<file path="src/rtl/vps_pkg.sv">
package vps_pkg;

  // Resistor divider and standby idle limit
  localparam int unsigned PULLUP_OHMS   = 200000;
  localparam int unsigned PULLDOWN_OHMS = 20000;
  localparam int unsigned SLEEP_TICKS   = 10;

  // Full-scale code of the converter
  localparam int unsigned ADC_FULL = 4095;

  // Divider ratio split into whole part and remainder
  localparam int unsigned DIV_NUM = PULLUP_OHMS + PULLDOWN_OHMS;
  localparam int unsigned SCALE_Q = DIV_NUM / PULLDOWN_OHMS;
  localparam int unsigned SCALE_R = DIV_NUM % PULLDOWN_OHMS;

  // Datapath widths
  localparam int unsigned CODE_W  = 12;
  localparam int unsigned PROD_W  = 2 * CODE_W;
  localparam int unsigned SCALE_W = 25;
  localparam int unsigned HI_W    = CODE_W + SCALE_W;
  localparam int unsigned SUM_W   = HI_W + 1;

  // Reciprocal of the pulldown for the remainder part; exact for every
  // 12-bit quotient as long as 2^RECIP_SH covers 4096 times the pulldown
  localparam int unsigned RECIP_SH = 36;
  localparam int unsigned RECIP_W  = 36;
  localparam longint unsigned RECIP_M =
    ((64'(SCALE_R) << RECIP_SH) + 64'(PULLDOWN_OHMS) - 64'd1) / 64'(PULLDOWN_OHMS);
  localparam int unsigned FRAC_W   = CODE_W + RECIP_W;

  // Input kind codes
  localparam logic [1:0] KIND_TICK   = 2'd0;
  localparam logic [1:0] KIND_KICK   = 2'd1;
  localparam logic [1:0] KIND_SERIAL = 2'd2;

  typedef enum logic [1:0] {
    OP_TICK,
    OP_KICK,
    OP_SERIAL,
    OP_IGNORE
  } op_e;

  typedef enum logic [2:0] {
    MODE_STANDBY  = 3'd0,
    MODE_STARTING = 3'd1,
    MODE_RUNNING  = 3'd2,
    MODE_SHUTDOWN = 3'd3,
    MODE_RESTART  = 3'd4
  } mode_e;

  typedef enum logic [3:0] {
    CFG_ADC_REF    = 4'd0,
    CFG_UV_MV      = 4'd1,
    CFG_WAKE_MV    = 4'd2,
    CFG_WAKE_TICKS = 4'd3,
    CFG_START      = 4'd4,
    CFG_SHUTDOWN   = 4'd5,
    CFG_WDOG       = 4'd6,
    CFG_UV_TIMEOUT = 4'd7
  } cfg_idx_e;

  typedef enum logic [2:0] {
    BK_IDLE,
    BK_QUO,
    BK_SCALE,
    BK_SUM,
    BK_EXEC
  } bk_state_e;

  typedef struct packed {
    logic [1:0]  kind;
    logic [11:0] adc_sample;
    logic        wake_level;
    logic        button_pressed;
  } vps_in_t;

  typedef struct packed {
    logic [2:0]  mode;
    logic        router_enable;
    logic        converter_enable;
    logic        notify_pulse;
    logic        router_cycle_pulse;
    logic        sleep_request;
    logic [15:0] supply_mv;
  } vps_out_t;

  typedef struct packed {
    op_e         op;
    logic [11:0] adc_sample;
    logic        wake;
    logic        button;
  } vps_cmd_t;

  typedef struct packed {
    logic [11:0] adc_ref_mv;
    logic [15:0] uv_mv;
    logic [15:0] wake_mv;
    logic [15:0] wake_ticks;
    logic [15:0] start_ticks;
    logic [15:0] shut_ticks;
    logic [15:0] wdog_ticks;
    logic [15:0] uv_ticks;
  } vps_cfg_t;

  function automatic logic [15:0] sat_inc(input logic [15:0] v);
    return (v == 16'hFFFF) ? v : v + 16'd1;
  endfunction

endpackage

</file>
<file path="src/rtl/vps_front.sv">
module vps_front
  import vps_pkg::*;
(
  input  logic     clk_i,
  input  logic     rst_ni,
  input  logic     in_valid_i,
  output logic     in_ready_o,
  input  vps_in_t  in_data_i,
  output logic     push_o,
  input  logic     push_ready_i,
  output vps_cmd_t push_cmd_o
);

  logic     fr_valid_q, fr_valid_d;
  vps_cmd_t fr_q;
  vps_cmd_t cls;
  logic     accept;

  // Classify the request by kind
  always_comb begin
    cls.adc_sample = in_data_i.adc_sample;
    cls.wake       = in_data_i.wake_level;
    cls.button     = in_data_i.button_pressed;
    priority if (in_data_i.kind == KIND_TICK) begin
      cls.op = OP_TICK;
    end else if (in_data_i.kind == KIND_KICK) begin
      cls.op = OP_KICK;
    end else if (in_data_i.kind == KIND_SERIAL) begin
      cls.op = OP_SERIAL;
    end else begin
      cls.op = OP_IGNORE;
    end
  end

  // Hold one request until the queue takes it
  assign push_o     = fr_valid_q && push_ready_i;
  assign in_ready_o = !fr_valid_q || push_ready_i;
  assign accept     = in_valid_i && in_ready_o;
  assign push_cmd_o = fr_q;

  always_comb begin
    fr_valid_d = fr_valid_q;
    if (accept) begin
      fr_valid_d = 1'b1;
    end else if (push_o) begin
      fr_valid_d = 1'b0;
    end
  end

  always_ff @(posedge clk_i or negedge rst_ni) begin
    if (!rst_ni) begin
      fr_valid_q <= 1'b0;
    end else begin
      fr_valid_q <= fr_valid_d;
    end
  end

  always_ff @(posedge clk_i) begin
    if (accept) begin
      fr_q <= cls;
    end
  end

endmodule

</file>
<file path="src/rtl/vps_queue.sv">
module vps_queue
  import vps_pkg::*;
#(
  parameter int unsigned DEPTH = 2
) (
  input  logic     clk_i,
  input  logic     rst_ni,
  input  logic     push_i,
  input  vps_cmd_t push_cmd_i,
  output logic     push_ready_o,
  output logic     pop_valid_o,
  input  logic     pop_i,
  output vps_cmd_t pop_cmd_o
);

  localparam int unsigned PTR_W = (DEPTH > 1) ? $clog2(DEPTH) : 1;
  localparam int unsigned CNT_W = $clog2(DEPTH + 1);

  vps_cmd_t             entry_q [DEPTH];
  logic [PTR_W-1:0]     wr_ptr_q, wr_ptr_d;
  logic [PTR_W-1:0]     rd_ptr_q, rd_ptr_d;
  logic [CNT_W-1:0]     count_q, count_d;

  assign push_ready_o = (count_q != CNT_W'(DEPTH));
  assign pop_valid_o  = (count_q != '0);
  assign pop_cmd_o    = entry_q[rd_ptr_q];

  // Advance pointers with wrap
  always_comb begin
    wr_ptr_d = wr_ptr_q;
    rd_ptr_d = rd_ptr_q;
    count_d  = count_q;
    if (push_i) begin
      wr_ptr_d = (wr_ptr_q == PTR_W'(DEPTH - 1)) ? '0 : wr_ptr_q + PTR_W'(1);
    end
    if (pop_i) begin
      rd_ptr_d = (rd_ptr_q == PTR_W'(DEPTH - 1)) ? '0 : rd_ptr_q + PTR_W'(1);
    end
    if (push_i && !pop_i) begin
      count_d = count_q + CNT_W'(1);
    end else if (pop_i && !push_i) begin
      count_d = count_q - CNT_W'(1);
    end
  end

  always_ff @(posedge clk_i or negedge rst_ni) begin
    if (!rst_ni) begin
      wr_ptr_q <= '0;
      rd_ptr_q <= '0;
      count_q  <= '0;
    end else begin
      wr_ptr_q <= wr_ptr_d;
      rd_ptr_q <= rd_ptr_d;
      count_q  <= count_d;
    end
  end

  always_ff @(posedge clk_i) begin
    if (push_i) begin
      entry_q[wr_ptr_q] <= push_cmd_i;
    end
  end

  a_count_range : assert property (@(posedge clk_i) disable iff (!rst_ni)
    count_q <= CNT_W'(DEPTH))
    else $error("queue count beyond depth");

  a_no_pop_empty : assert property (@(posedge clk_i) disable iff (!rst_ni)
    pop_i |-> count_q != '0)
    else $error("pop from empty queue");

  a_push_grows : assert property (@(posedge clk_i) disable iff (!rst_ni)
    (push_i && !pop_i) |=> count_q == $past(count_q) + CNT_W'(1))
    else $error("push lost");

endmodule

</file>
<file path="src/rtl/vps_back.sv">
module vps_back
  import vps_pkg::*;
(
  input  logic     clk_i,
  input  logic     rst_ni,
  input  vps_cfg_t cfg_i,
  input  logic     q_valid_i,
  input  vps_cmd_t q_cmd_i,
  output logic     q_pop_o,
  output logic     out_valid_o,
  input  logic     out_ready_i,
  output vps_out_t out_data_o
);

  bk_state_e state_q, state_d;

  vps_cmd_t            cmd_q;
  logic [PROD_W-1:0]   prod_q;
  logic [CODE_W-1:0]   quo_q, quo_d;
  logic [HI_W-1:0]     hi_q;
  logic [FRAC_W-1:0]   frac_full;
  logic [CODE_W-1:0]   frac_q;
  logic [15:0]         mv_q, mv_sat;
  logic [SUM_W-1:0]    mv_full;
  logic [12:0]         part_sum, quo_wide;

  mode_e       mode_q, mode_d;
  logic [15:0] phase_q, phase_d;
  logic [15:0] low_q, low_d;
  logic [15:0] wdog_q, wdog_d;

  vps_out_t res_q, res_d;
  logic     res_valid_q, res_valid_d;

  logic exec_fire;

  // Next state
  always_comb begin
    state_d = state_q;
    unique case (state_q)
      BK_IDLE: begin
        if (q_valid_i) begin
          state_d = (q_cmd_i.op == OP_TICK) ? BK_QUO : BK_EXEC;
        end
      end
      BK_QUO:   state_d = BK_SCALE;
      BK_SCALE: state_d = BK_SUM;
      BK_SUM:   state_d = BK_EXEC;
      BK_EXEC:  state_d = exec_fire ? BK_IDLE : BK_EXEC;
      default:  state_d = BK_IDLE;
    endcase
  end

  // State outputs
  always_comb begin
    q_pop_o   = (state_q == BK_IDLE) && q_valid_i;
    exec_fire = (state_q == BK_EXEC) && (!res_valid_q || out_ready_i);
  end

  always_ff @(posedge clk_i or negedge rst_ni) begin
    if (!rst_ni) begin
      state_q <= BK_IDLE;
    end else begin
      state_q <= state_d;
    end
  end

  // Divide the raw product by full scale: x = 4095*a + (a + b)
  always_comb begin
    part_sum = 13'(prod_q[PROD_W-1:CODE_W]) + 13'(prod_q[CODE_W-1:0]);
    quo_wide = 13'(prod_q[PROD_W-1:CODE_W]);
    if (part_sum >= 13'(2 * ADC_FULL)) begin
      quo_wide = quo_wide + 13'd2;
    end else if (part_sum >= 13'(ADC_FULL)) begin
      quo_wide = quo_wide + 13'd1;
    end
    quo_d = quo_wide[CODE_W-1:0];
  end

  // Remainder part of the ratio through the pulldown reciprocal
  assign frac_full = FRAC_W'(quo_q) * FRAC_W'(RECIP_M);

  // Combine scaled parts and saturate
  assign mv_full = SUM_W'(hi_q) + SUM_W'(frac_q);
  assign mv_sat  = (mv_full > SUM_W'(16'hFFFF)) ? 16'hFFFF : mv_full[15:0];

  // Conversion datapath
  always_ff @(posedge clk_i) begin
    if (q_pop_o) begin
      cmd_q  <= q_cmd_i;
      prod_q <= PROD_W'(cfg_i.adc_ref_mv) * PROD_W'(q_cmd_i.adc_sample);
    end
    if (q_pop_o && (q_cmd_i.op != OP_TICK)) begin
      mv_q <= '0;
    end else if (state_q == BK_SUM) begin
      mv_q <= mv_sat;
    end
    if (state_q == BK_QUO) begin
      quo_q <= quo_d;
    end
    if (state_q == BK_SCALE) begin
      hi_q   <= HI_W'(quo_q) * HI_W'(SCALE_Q);
      frac_q <= frac_full[FRAC_W-1:RECIP_SH];
    end
  end

  // Mode machine update for one request
  always_comb begin
    logic [15:0] ph;
    logic [15:0] lo;
    logic [15:0] wd;
    logic        notify;
    logic        cycle;
    logic        sleep;
    mode_d  = mode_q;
    phase_d = phase_q;
    low_d   = low_q;
    wdog_d  = wdog_q;
    notify  = 1'b0;
    cycle   = 1'b0;
    sleep   = 1'b0;
    ph      = sat_inc(phase_q);
    lo      = sat_inc(low_q);
    wd      = sat_inc(wdog_q);
    unique case (cmd_q.op)
      OP_KICK: begin
        wdog_d = '0;
      end
      OP_SERIAL: begin
        if (mode_q == MODE_STANDBY) begin
          low_d = '0;
        end
      end
      OP_IGNORE: begin
      end
      OP_TICK: begin
        unique case (mode_q)
          MODE_STARTING, MODE_RESTART: begin
            if (ph >= cfg_i.start_ticks) begin
              mode_d  = MODE_RUNNING;
              phase_d = '0;
              wdog_d  = '0;
              low_d   = '0;
            end else begin
              phase_d = ph;
            end
          end
          MODE_RUNNING: begin
            if (!cmd_q.wake && (mv_q < cfg_i.uv_mv)) begin
              low_d = lo;
              if (lo > cfg_i.uv_ticks) begin
                mode_d  = MODE_SHUTDOWN;
                phase_d = '0;
                notify  = 1'b1;
              end
            end else begin
              low_d = '0;
            end
            if (!notify) begin
              if (cmd_q.button) begin
                wd = '0;
              end
              wdog_d = wd;
              if (wd > cfg_i.wdog_ticks) begin
                mode_d  = MODE_RESTART;
                phase_d = '0;
                cycle   = 1'b1;
              end
            end
          end
          MODE_SHUTDOWN: begin
            if (ph > cfg_i.shut_ticks) begin
              mode_d  = MODE_STANDBY;
              phase_d = '0;
              low_d   = '0;
            end else begin
              phase_d = ph;
            end
          end
          default: begin
            if (cmd_q.wake || (mv_q >= cfg_i.wake_mv)) begin
              low_d = '0;
              if (ph > cfg_i.wake_ticks) begin
                mode_d  = MODE_STARTING;
                phase_d = '0;
              end else begin
                phase_d = ph;
              end
            end else begin
              phase_d = '0;
              if (lo > 16'(SLEEP_TICKS)) begin
                sleep  = 1'b1;
                mode_d = MODE_STANDBY;
                low_d  = '0;
                wdog_d = '0;
              end else begin
                low_d = lo;
              end
            end
          end
        endcase
      end
      default: begin
      end
    endcase
    res_d.mode               = mode_d;
    res_d.router_enable      = (mode_d != MODE_STANDBY);
    res_d.converter_enable   = (mode_d != MODE_STANDBY);
    res_d.notify_pulse       = notify;
    res_d.router_cycle_pulse = cycle;
    res_d.sleep_request      = sleep;
    res_d.supply_mv          = mv_q;
  end

  // Hold the result until the receiver takes it
  always_comb begin
    res_valid_d = res_valid_q;
    if (exec_fire) begin
      res_valid_d = 1'b1;
    end else if (out_ready_i) begin
      res_valid_d = 1'b0;
    end
  end

  always_ff @(posedge clk_i or negedge rst_ni) begin
    if (!rst_ni) begin
      mode_q      <= MODE_STANDBY;
      phase_q     <= '0;
      low_q       <= '0;
      wdog_q      <= '0;
      res_valid_q <= 1'b0;
    end else begin
      res_valid_q <= res_valid_d;
      if (exec_fire) begin
        mode_q  <= mode_d;
        phase_q <= phase_d;
        low_q   <= low_d;
        wdog_q  <= wdog_d;
      end
    end
  end

  always_ff @(posedge clk_i) begin
    if (exec_fire) begin
      res_q <= res_d;
    end
  end

  assign out_valid_o = res_valid_q;
  assign out_data_o  = res_q;

  a_exec_holds : assert property (@(posedge clk_i) disable iff (!rst_ni)
    (state_q == BK_EXEC && res_valid_q && !out_ready_i) |=> state_q == BK_EXEC)
    else $error("result overwritten while stalled");

  a_pop_idle : assert property (@(posedge clk_i) disable iff (!rst_ni)
    q_pop_o |-> state_q == BK_IDLE && q_valid_i)
    else $error("pop outside idle");

  a_notify_mode : assert property (@(posedge clk_i) disable iff (!rst_ni)
    (res_valid_q && res_q.notify_pulse) |-> res_q.mode == MODE_SHUTDOWN)
    else $error("notify without shutdown");

  a_sleep_clears : assert property (@(posedge clk_i) disable iff (!rst_ni)
    (exec_fire && res_d.sleep_request) |=> mode_q == MODE_STANDBY && phase_q == '0
      && low_q == '0 && wdog_q == '0)
    else $error("sleep did not clear state");

endmodule

</file>
<file path="src/rtl/vehicle_power_sequencer.sv">
// Vehicle power sequencer: a mode machine advanced by one-second tick requests.
// Input channel (in_valid_i/in_ready_o, in_data_i): tick, watchdog kick or
// serial activity requests. Each request yields exactly one result on the
// output channel (out_valid_o/out_ready_i, out_data_o) with mode, enables,
// one-shot pulses, sleep request and the converted supply in millivolts.
// Configuration channel (cfg_valid_i/cfg_ready_o, cfg_index_i, cfg_data_i)
// writes the eight thresholds; it is always ready, indexes past the list
// are dropped. Write it only while no request is in flight.
// A front register takes a request and hands it to a short queue; the
// back unit pops one request at a time. A tick runs pop, divide by full
// scale, scale, sum and update; kick and serial requests go from pop
// straight to update. The back unit pops the next request only after
// the update of the last one, which waits while the result is held.
// The result register holds while out_ready_i is low; the queue keeps
// filling and in_ready_o drops once front and queue are full.
// Reset puts the block in standby with all counters at zero and the
// configuration at its default values.
module vehicle_power_sequencer
  import vps_pkg::*;
#(
  parameter int unsigned QUEUE_DEPTH = 2
) (
  input  logic        clk_i,
  input  logic        rst_ni,
  input  logic        in_valid_i,
  output logic        in_ready_o,
  input  vps_in_t     in_data_i,
  output logic        out_valid_o,
  input  logic        out_ready_i,
  output vps_out_t    out_data_o,
  input  logic        cfg_valid_i,
  output logic        cfg_ready_o,
  input  logic [3:0]  cfg_index_i,
  input  logic [15:0] cfg_data_i
);

  vps_cfg_t cfg_q;
  vps_cmd_t push_cmd, pop_cmd;
  logic     push, push_ready, pop_valid, pop;

  assign cfg_ready_o = 1'b1;

  // Write configuration registers
  always_ff @(posedge clk_i or negedge rst_ni) begin
    if (!rst_ni) begin
      cfg_q.adc_ref_mv  <= 12'd3330;
      cfg_q.uv_mv       <= 16'd11800;
      cfg_q.wake_mv     <= 16'd13000;
      cfg_q.wake_ticks  <= 16'd2;
      cfg_q.start_ticks <= 16'd30;
      cfg_q.shut_ticks  <= 16'd30;
      cfg_q.wdog_ticks  <= 16'd60;
      cfg_q.uv_ticks    <= 16'd10;
    end else if (cfg_valid_i) begin
      unique case (cfg_idx_e'(cfg_index_i))
        CFG_ADC_REF:    cfg_q.adc_ref_mv  <= cfg_data_i[11:0];
        CFG_UV_MV:      cfg_q.uv_mv       <= cfg_data_i;
        CFG_WAKE_MV:    cfg_q.wake_mv     <= cfg_data_i;
        CFG_WAKE_TICKS: cfg_q.wake_ticks  <= cfg_data_i;
        CFG_START:      cfg_q.start_ticks <= cfg_data_i;
        CFG_SHUTDOWN:   cfg_q.shut_ticks  <= cfg_data_i;
        CFG_WDOG:       cfg_q.wdog_ticks  <= cfg_data_i;
        CFG_UV_TIMEOUT: cfg_q.uv_ticks    <= cfg_data_i;
        default: begin
        end
      endcase
    end
  end

  vps_front u_front (
    .clk_i        (clk_i),
    .rst_ni       (rst_ni),
    .in_valid_i   (in_valid_i),
    .in_ready_o   (in_ready_o),
    .in_data_i    (in_data_i),
    .push_o       (push),
    .push_ready_i (push_ready),
    .push_cmd_o   (push_cmd)
  );

  vps_queue #(
    .DEPTH (QUEUE_DEPTH)
  ) u_queue (
    .clk_i        (clk_i),
    .rst_ni       (rst_ni),
    .push_i       (push),
    .push_cmd_i   (push_cmd),
    .push_ready_o (push_ready),
    .pop_valid_o  (pop_valid),
    .pop_i        (pop),
    .pop_cmd_o    (pop_cmd)
  );

  vps_back u_back (
    .clk_i       (clk_i),
    .rst_ni      (rst_ni),
    .cfg_i       (cfg_q),
    .q_valid_i   (pop_valid),
    .q_cmd_i     (pop_cmd),
    .q_pop_o     (pop),
    .out_valid_o (out_valid_o),
    .out_ready_i (out_ready_i),
    .out_data_o  (out_data_o)
  );

endmodule

</file>
<file path="config.mk">
export PLATFORM = sky130hd
export DESIGN_NAME = vehicle_power_sequencer
export DESIGN_NICKNAME = d
export VERILOG_FILES = /design/src/rtl/vps_pkg.sv /design/src/rtl/vps_front.sv /design/src/rtl/vps_queue.sv /design/src/rtl/vps_back.sv /design/src/rtl/vehicle_power_sequencer.sv
export SDC_FILE = /design/constraint.sdc
export NUM_CORES = 1
export LEC_CHECK = 0
export BUFFER_PORTS_ARGS = -buffer_cell sky130_fd_sc_hd__buf_2
export CORE_ASPECT_RATIO = 1.2
export CORE_MARGIN = 2
export CORE_UTILIZATION = 60
export DETAILED_ROUTE_END_ITERATION = 12
export PLACE_DENSITY = 0.78
export SETUP_SLACK_MARGIN = 0.1
export SYNTH_ARGS = -nofsm -noshare
export SYNTH_HDL_FRONTEND = slang
export SYNTH_SLANG_ARGS = --single-unit
</file>
<file path="constraint.sdc">
create_clock -name clk_i -period 18.7 [get_ports clk_i]
set_input_delay 3.74 -clock clk_i [delete_from_list [all_inputs] [get_ports clk_i]]
set_output_delay 3.74 -clock clk_i [all_outputs]
set_load 0.03 [all_outputs]
</file>
==> results of run 1 <==
==> cell usage after synthesis, drive strengths merged (6+ instances only) <==
cell | n | area (µm²)
a211oi | 8 | 60.1
a21o | 34 | 255
a21oi | 83 | 415
a22o | 23 | 201
a31oi | 14 | 87.6
and2 | 77 | 484
and3 | 20 | 130
and4 | 11 | 101
buf | 16 | 93.8
clkbuf | 60 | 225
dfrtp | 153 | 3830
dfstp | 31 | 815
dfxtp | 16 | 320
edfxtp | 127 | 3810
fa | 110 | 2200
ha | 219 | 2740
inv | 306 | 1150
mux2 | 99 | 1140
mux2i | 6 | 60.1
nand2 | 256 | 961
nand2b | 11 | 68.8
nand3 | 44 | 243
nand3b | 8 | 60.1
nand4 | 22 | 153
nor2 | 84 | 318
nor2b | 17 | 121
nor3 | 34 | 193
nor3b | 7 | 52.6
nor4 | 11 | 114
o211ai | 13 | 97.6
o21a | 13 | 97.6
o21ai | 99 | 499
o21bai | 8 | 60.1
o31ai | 7 | 57.6
or2 | 7 | 43.8
or3 | 6 | 37.5
xnor2 | 44 | 385
xor2 | 30 | 263
==> worst min-delay path by stage <==
stage | to | slack [ns] | cells past startpoint
CTS | u_queue.entry_q[0][8]$_DFFE_PP_ | 0.45 | 0
floorplan | u_queue.entry_q[0][0]$_DFFE_PP_ | 0.42 | 0
detailed placement | u_queue.entry_q[1][8]$_DFFE_PP_ | 0.43 | 0
global route | u_queue.entry_q[1][8]$_DFFE_PP_ | 0.46 | 0
global placement | u_queue.entry_q[0][8]$_DFFE_PP_ | 0.43 | 0
finish | u_queue.entry_q[1][8]$_DFFE_PP_ | 0.45 | 0
==> registers in the layout (all words and copies together) (netlist names), 2 cells and up <==
name / count
u_back.phase_q: 16
cfg_q: 124
u_back.cmd_q: 4
u_back.mv_q: 16
u_back.low_q: 16
u_front.push_cmd_o: 16
u_back.hi_q: 16
u_queue.entry_q: 32
u_back.wdog_q: 16
u_queue.count_q: 2
u_back.mode_q: 3
u_back.prod_q: 24
u_back.quo_q: 12
u_back.state_q: 3
u_back.out_data_o: 23
==> placed cells by master (no fill, tap or decap), types with 34 or more instances in the layout <==
master | synthesis | layout
a21o_1 | 34 | 34
a21oi_1 | 83 | 83
and2_1 | 75 | 75
buf_2 | 9 | 65
clkbuf_16 | 0 | 39
dfrtp_1 | 153 | 153
edfxtp_1 | 127 | 127
fa_1 | 110 | 110
ha_1 | 219 | 219
inv_1 | 306 | 306
mux2_2 | 92 | 92
nand2_1 | 256 | 256
nand3_1 | 41 | 41
nor2_1 | 83 | 83
o21ai_0 | 95 | 95
xnor2_1 | 44 | 44
==> metrics by stage <==
step	hold slack, ns	cell area, µm²
global placement	0.428	23200
global route	0.463	24500
detailed placement	0.432	23200
finish	0.445	24500
floorplan	0.421	22600
CTS	0.446	24500
==> logic make-up (layout without fill, tap and decap cells) <==
kind of cell	Yosys count	count (layout)	synth area share
and+or+nand+nor	626	626	0.141
buffers and inverters	382	445	0.0651
AOI/OAI and AO/OA	358	358	0.104
adders and majority gates	329	329	0.219
DFF	327	327	0.389
muxes	105	105	0.0533
xor gates and xnor gates	74	74	0.0287
other	1	1	0.000166
==> routing by layer <==
metal | wire length (µm) | vias up | global-route usage
met3 | 2460 | 116 | 0.0350
met1 | 20500 | 7955 | 0.319
met2 | 26300 | 425 | 0.487
met4 | 1980 | 0 | 0.108
li1 | - | 7574 | -
met5 | 0 | - | 0
==> cell type report <==
type,instances,area [µm²]
Inverter,306,1150
Fill cell,2829,12500
Tap cell,474,593
Timing Repair Buffer,73,389
Clock buffer,49,1080
Multi-Input combinational cell,1493,12300
Sequential cell,327,8780
Clock inverter,17,206
==> worst reg2reg max path, cell delays in order (launching register included) <==
cell      delay, ns
dfrtp_1        0.79
mux2_2         0.53
nand2_1        0.12
fa_1           0.44
fa_1           0.52
inv_1          0.04
ha_1           0.31
fa_1           0.59
inv_1          0.07
fa_1           0.53
inv_1          0.04
ha_1           0.32
nand2_1        0.08
o21ai_0        0.15
o41ai_2        0.41
o211ai_1       0.25
a211o_1        0.38
a311o_1        0.32
a21oi_1        0.17
xnor2_1        0.08
==> reports/metrics.cfg, run 1 <==
[place]
pre_cts_ws_ns=12.33
portBuffers=66
routabilityCongestion=0.932
placedCellCount=2673
hpwl_um=38400

[setup_path]
critical_path.startpoint_type=flip-flop
worstSetupPathType=reg2reg
required_ns=18.99
r2r_setup_slack_ns=12.33
reg2reg_to=u_back.prod_q[23]$_DFFE_PP_
crit_cells=19
critPathArrivalTime_ns=6.66
end_kind=flip-flop
timing.reg2reg.worst_path_depth=19
path_max_fanout=17
startpoint=u_queue.rd_ptr_q$_DFFE_PN0P_
crit_slowest_cell=dfrtp_1
crit_chain=mux2_2 > nand2_1 > fa_1 > fa_1 > inv_1 > ha_1 > fa_1 > inv_1 > fa_1 > inv_1 > ha_1 > nand2_1 > o21ai_0 > o41ai_2 > o211ai_1 > a211o_1 > a311o_1 > a21oi_1 > xnor2_1
cp_common_cell=fa_1
cp-endpoint=u_back.prod_q[23]$_DFFE_PP_
critPathMaxStageDelay_ns=0.79
cp_top_family=adder cells
worst-path-buf-inv=3
worstReg2RegStart=u_queue.rd_ptr_q$_DFFE_PN0P_

[cts]
clock_path_buffers=3
clock_latency_ns=0.55
cts_setup_buffers=0
cts_tree=yes
h-tree-depth=2
cts_resized=0
hold_buffers=0
cts_sinks=327
clk_pin_slew_ns=0.06
root_buffer=clkbuf_16
numCtsBuffers=36

[cells_and_area]
drive_gt1_frac=0.132
utilization=0.663
finalNonFillerCells=2739
finalNetCount=2607
syn_to_final_growth_pct=8.72
diodes=0

[run]
drv_cap=0

[route]
first_iter_violations=1101
totalWireLength_um=51300
num_vias=16100
wl_per_cell_um=18.7
antenna_left=0
drc=0
vias_per_cell=5.87
first_pass_iters=6

[floorplan]
die_area_mm2=0.0392
core_mm2=0.0370
die_y_um=216
ios=68
rows=77
start_util=0.610
die-width_um=181

[timing]
tns_ns=0
fin_crit_sh=0.341
skew_ns=0.0233
timing.fmax_ghz=0.157
hold_violations=0
grt_setup_unrepaired=false
fin_crit_ns=6.37
maxSlewViolCount=0
worstMarginPinSlew_ns=1.13
relSlewSlack=0.247
finalWorstSetupSlack_ns=12.33
setup_viol=0

[yosys]
yosysSeqAreaShare=0.389
synth-async-reset-ratio=0.563
synth_nets=2572
ys_types=90
avgSynthCellArea_um2=10.2
synthesis.area_mm2=0.0226
synth.yosys.warnings=0
syn_inst=2202
synth_edf_count=127
ys.flop_type=dfrtp_1
synth_seq_cells=327

[worst_hold_path]
hp-start=u_front.push_cmd_o[8]$_DFFE_PP_
hp-class=reg2reg

[run_status]
status=finished, final reports clean

[global_routing]
grt_max_degree=75
antenna_found_initial=0
grt_pass1_wl_um=83000
overflow=0
grt_usage=0.267
grt_pass1_vias=16600

Power of run 1 is left out: the tool's default activity adds up to more than one toggle a clock period on the data nets, which glitch-free logic cannot reach.
==> run 2: changes to the inputs <==
Settings changed: ABC_AREA set to 1.
Clock period 18.7 ns to 6.4 ns, I/O delays scaled along.
==> reports/metrics.cfg, run 2 <==
[run_status]
status=finished, final reports clean

[yosys]
synth_top_area_share=0.163
synth_nets=3183
synth_seq_cells=327
yosys-top-cells-count=662 x nand2_1, 501 x inv_1, 219 x ha_1
synthesis.area_mm2=0.0234
ys_types=63
ys.flop_type=dfrtp_1
synth.most_common_cell=nand2_1
synth.yosys.warnings=0
yosys-top-cells-area=dfrtp_1 16%, edfxtp_1 16%, ha_1 12%, nand2_1 11%, fa_1 9.4%
yosysSeqAreaShare=0.375
avgSynthCellArea_um2=8.33
yosys.area.top_type=dfrtp_1
synth_edf_count=127
syn_inst=2813
synth-async-reset-ratio=0.563

[cells_and_area]
final_common_cell=nand2_1
layout_common_cells=660 x nand2_1, 500 x inv_1, 219 x ha_1
nFillCells=3163
reg_top3=cfg_q (124), u_queue.entry_q (32), u_back.prod_q (24)
drive_gt1_frac=0.0938
syn_to_final_growth_pct=9.31
regMostFlops=cfg_q
finalNetCount=3253
largest_reg_flops=124

[setup_path]
critical_path.startpoint_type=flip-flop
required_ns=6.67
reg2reg_to=u_back.prod_q[20]$_DFFE_PP_
timing.reg2reg.worst_path_depth=22
worstReg2RegStart=u_queue.rd_ptr_q$_DFFE_PN0P_
critPathMaxStageDelay_ns=0.55
worstSetupPathType=reg2reg
startpoint=u_queue.rd_ptr_q$_DFFE_PN0P_
cp_top_family=adder cells
critPathArrivalTime_ns=6.34
crit_slowest_cell=fa_1
cp_common_cell=fa_1
end_kind=flip-flop
path_max_fanout=10
cp-endpoint=u_back.prod_q[20]$_DFFE_PP_
crit_chain=buf_4 > or2_2 > nand2_2 > clkinvlp_4 > buf_4 > nand2_1 > fa_1 > inv_1 > fa_1 > fa_1 > fa_1 > inv_1 > fa_1 > inv_1 > ha_1 > a21oi_1 > o21ai_0 > a21o_1 > a31oi_2 > o21bai_1 > a21boi_0 > xor2_1
crit_cells=22
worst-path-buf-inv=6
r2r_setup_slack_ns=0.32

[route]
totalWireLength_um=56900
num_vias=18700
wl_per_cell_um=16.5
first_pass_iters=5
drc=0
antenna_left=0
vias_per_cell=5.42
first_iter_violations=1254

[cts]
clock_path_buffers=3
root_buffer=clkbuf_16
cts_sinks=327
clk_pin_slew_ns=0.06
h-tree-depth=2
hold_buffers=0
cts_tree=yes
numCtsBuffers=37
clock_latency_ns=0.53

[worst_hold_path]
hp-class=reg2reg

[floorplan]
start_util=0.606
die-width_um=184
core_mm2=0.0386
ios=68
die_area_mm2=0.0407
rows=79
die_y_um=220

[timing]
skew_ns=0.0239
fin_crit_ns=6.08
tns_ns=0
grt_setup_unrepaired=false
relSlewSlack=0.191
fin_crit_sh=0.949
maxSlewViolCount=0
timing.fmax_ghz=0.165
setup_viol=0
worstMarginPinSlew_ns=1.21
hold_violations=0

[place]
hpwl_um=43600
portBuffers=66
routabilityCongestion=0.924

[global_routing]
grt_pass1_wl_um=92900
grt_usage=0.290
grt_pass1_vias=18800
antenna_found_initial=0
overflow=0
grt_max_degree=67

[run]
drv_cap=0

run 2: cell count changes in the layout (fill, tap and decap cells not counted), moves of 92 or more:
cell	delta
nor2_1	+120
inv_1	+194
nand2_1	+404
mux2_2	-92
o21ai_0	+94
run 2: layout make-up:
class                           count  area [µm²]  area share
Timing Repair Buffer               93         539      0.0211
Clock inverter                     16         146     0.00571
Antenna cell                        1        2.50   0.0000977
Tap cell                          526         658      0.0257
Inverter                          510        1930      0.0754
Sequential cell                   327        8780       0.343
Timing Repair inverter              2        10.0    0.000391
Clock buffer                       52        1050      0.0412
Multi-Input combinational cell   1912       12500       0.488
run 2: how the worst min path moves through the flow:
stage | start | to | slack, ns | cells after the start
6_report | u_front.push_cmd_o[11]$_DFFE_PP_ | u_queue.entry_q[0][11]$_DFFE_PP_ | 0.44 | 0
5_1_grt | u_front.push_cmd_o[14]$_SDFFCE_PP0P_ | u_queue.entry_q[1][14]$_DFFE_PP_ | 0.46 | 0
4_1_cts | u_front.push_cmd_o[11]$_DFFE_PP_ | u_queue.entry_q[0][11]$_DFFE_PP_ | 0.44 | 0
3_5_place_dp | u_front.push_cmd_o[14]$_SDFFCE_PP0P_ | u_queue.entry_q[1][14]$_DFFE_PP_ | 0.43 | 0
3_3_place_gp | u_front.push_cmd_o[14]$_SDFFCE_PP0P_ | u_queue.entry_q[0][14]$_DFFE_PP_ | 0.43 | 0
2_1_floorplan | u_back.mv_q[0]$_SDFFE_PP0P_ | u_back.out_data_o[0]$_DFFE_PP_ | 0.41 | 0
run 2: cell families after synthesis:
logic type,synth area share
XOR/XNOR,0.0295
multiplexers,0.000427
flip-flops,0.375
other,0.000160
AO/OA/AOI/OAI,0.0844
buffers and inverters,0.0939
adder cells (fa/ha/maj),0.211
AND/OR/NAND/NOR,0.206
run 2: repair_timing:
item | in CTS | in global routing
endpoints found under the setup margin | 0 | 5
gates resized for setup | 0 | 12
setup buffers | 0 | 10
run 2: stage by stage:
step / util / setup WS, ns / hold slack, ns / cell area [µm²] / instances
after floorplan: - / 0.554 / 0.408 / 23400 / 2813
after global placement: 0.628 / 0.476 / 0.426 / 24300 / 3358
after detailed placement: 0.628 / 0.361 / 0.430 / 24300 / 3358
after CTS: 0.659 / 0.328 / 0.440 / 25500 / 3426
after global routing: 0.663 / 0.0605 / 0.458 / 25600 / 3438
final: 0.663 / 0.324 / 0.439 / 25600 / 3439
run 2: routing by layer:
metal | wire [µm] | share of wire | vias to the layer above | GRT usage
met1 | 22300 | 0.39 | 8916 | 0.343
li1 | - | - | 9104 | -
met2 | 28900 | 0.51 | 483 | 0.525
met5 | 0 | 0 | - | 0
met4 | 2920 | 0.051 | 0 | 0.142
met3 | 2760 | 0.048 | 148 | 0.0354
Power of run 2 is left out for the same reason.
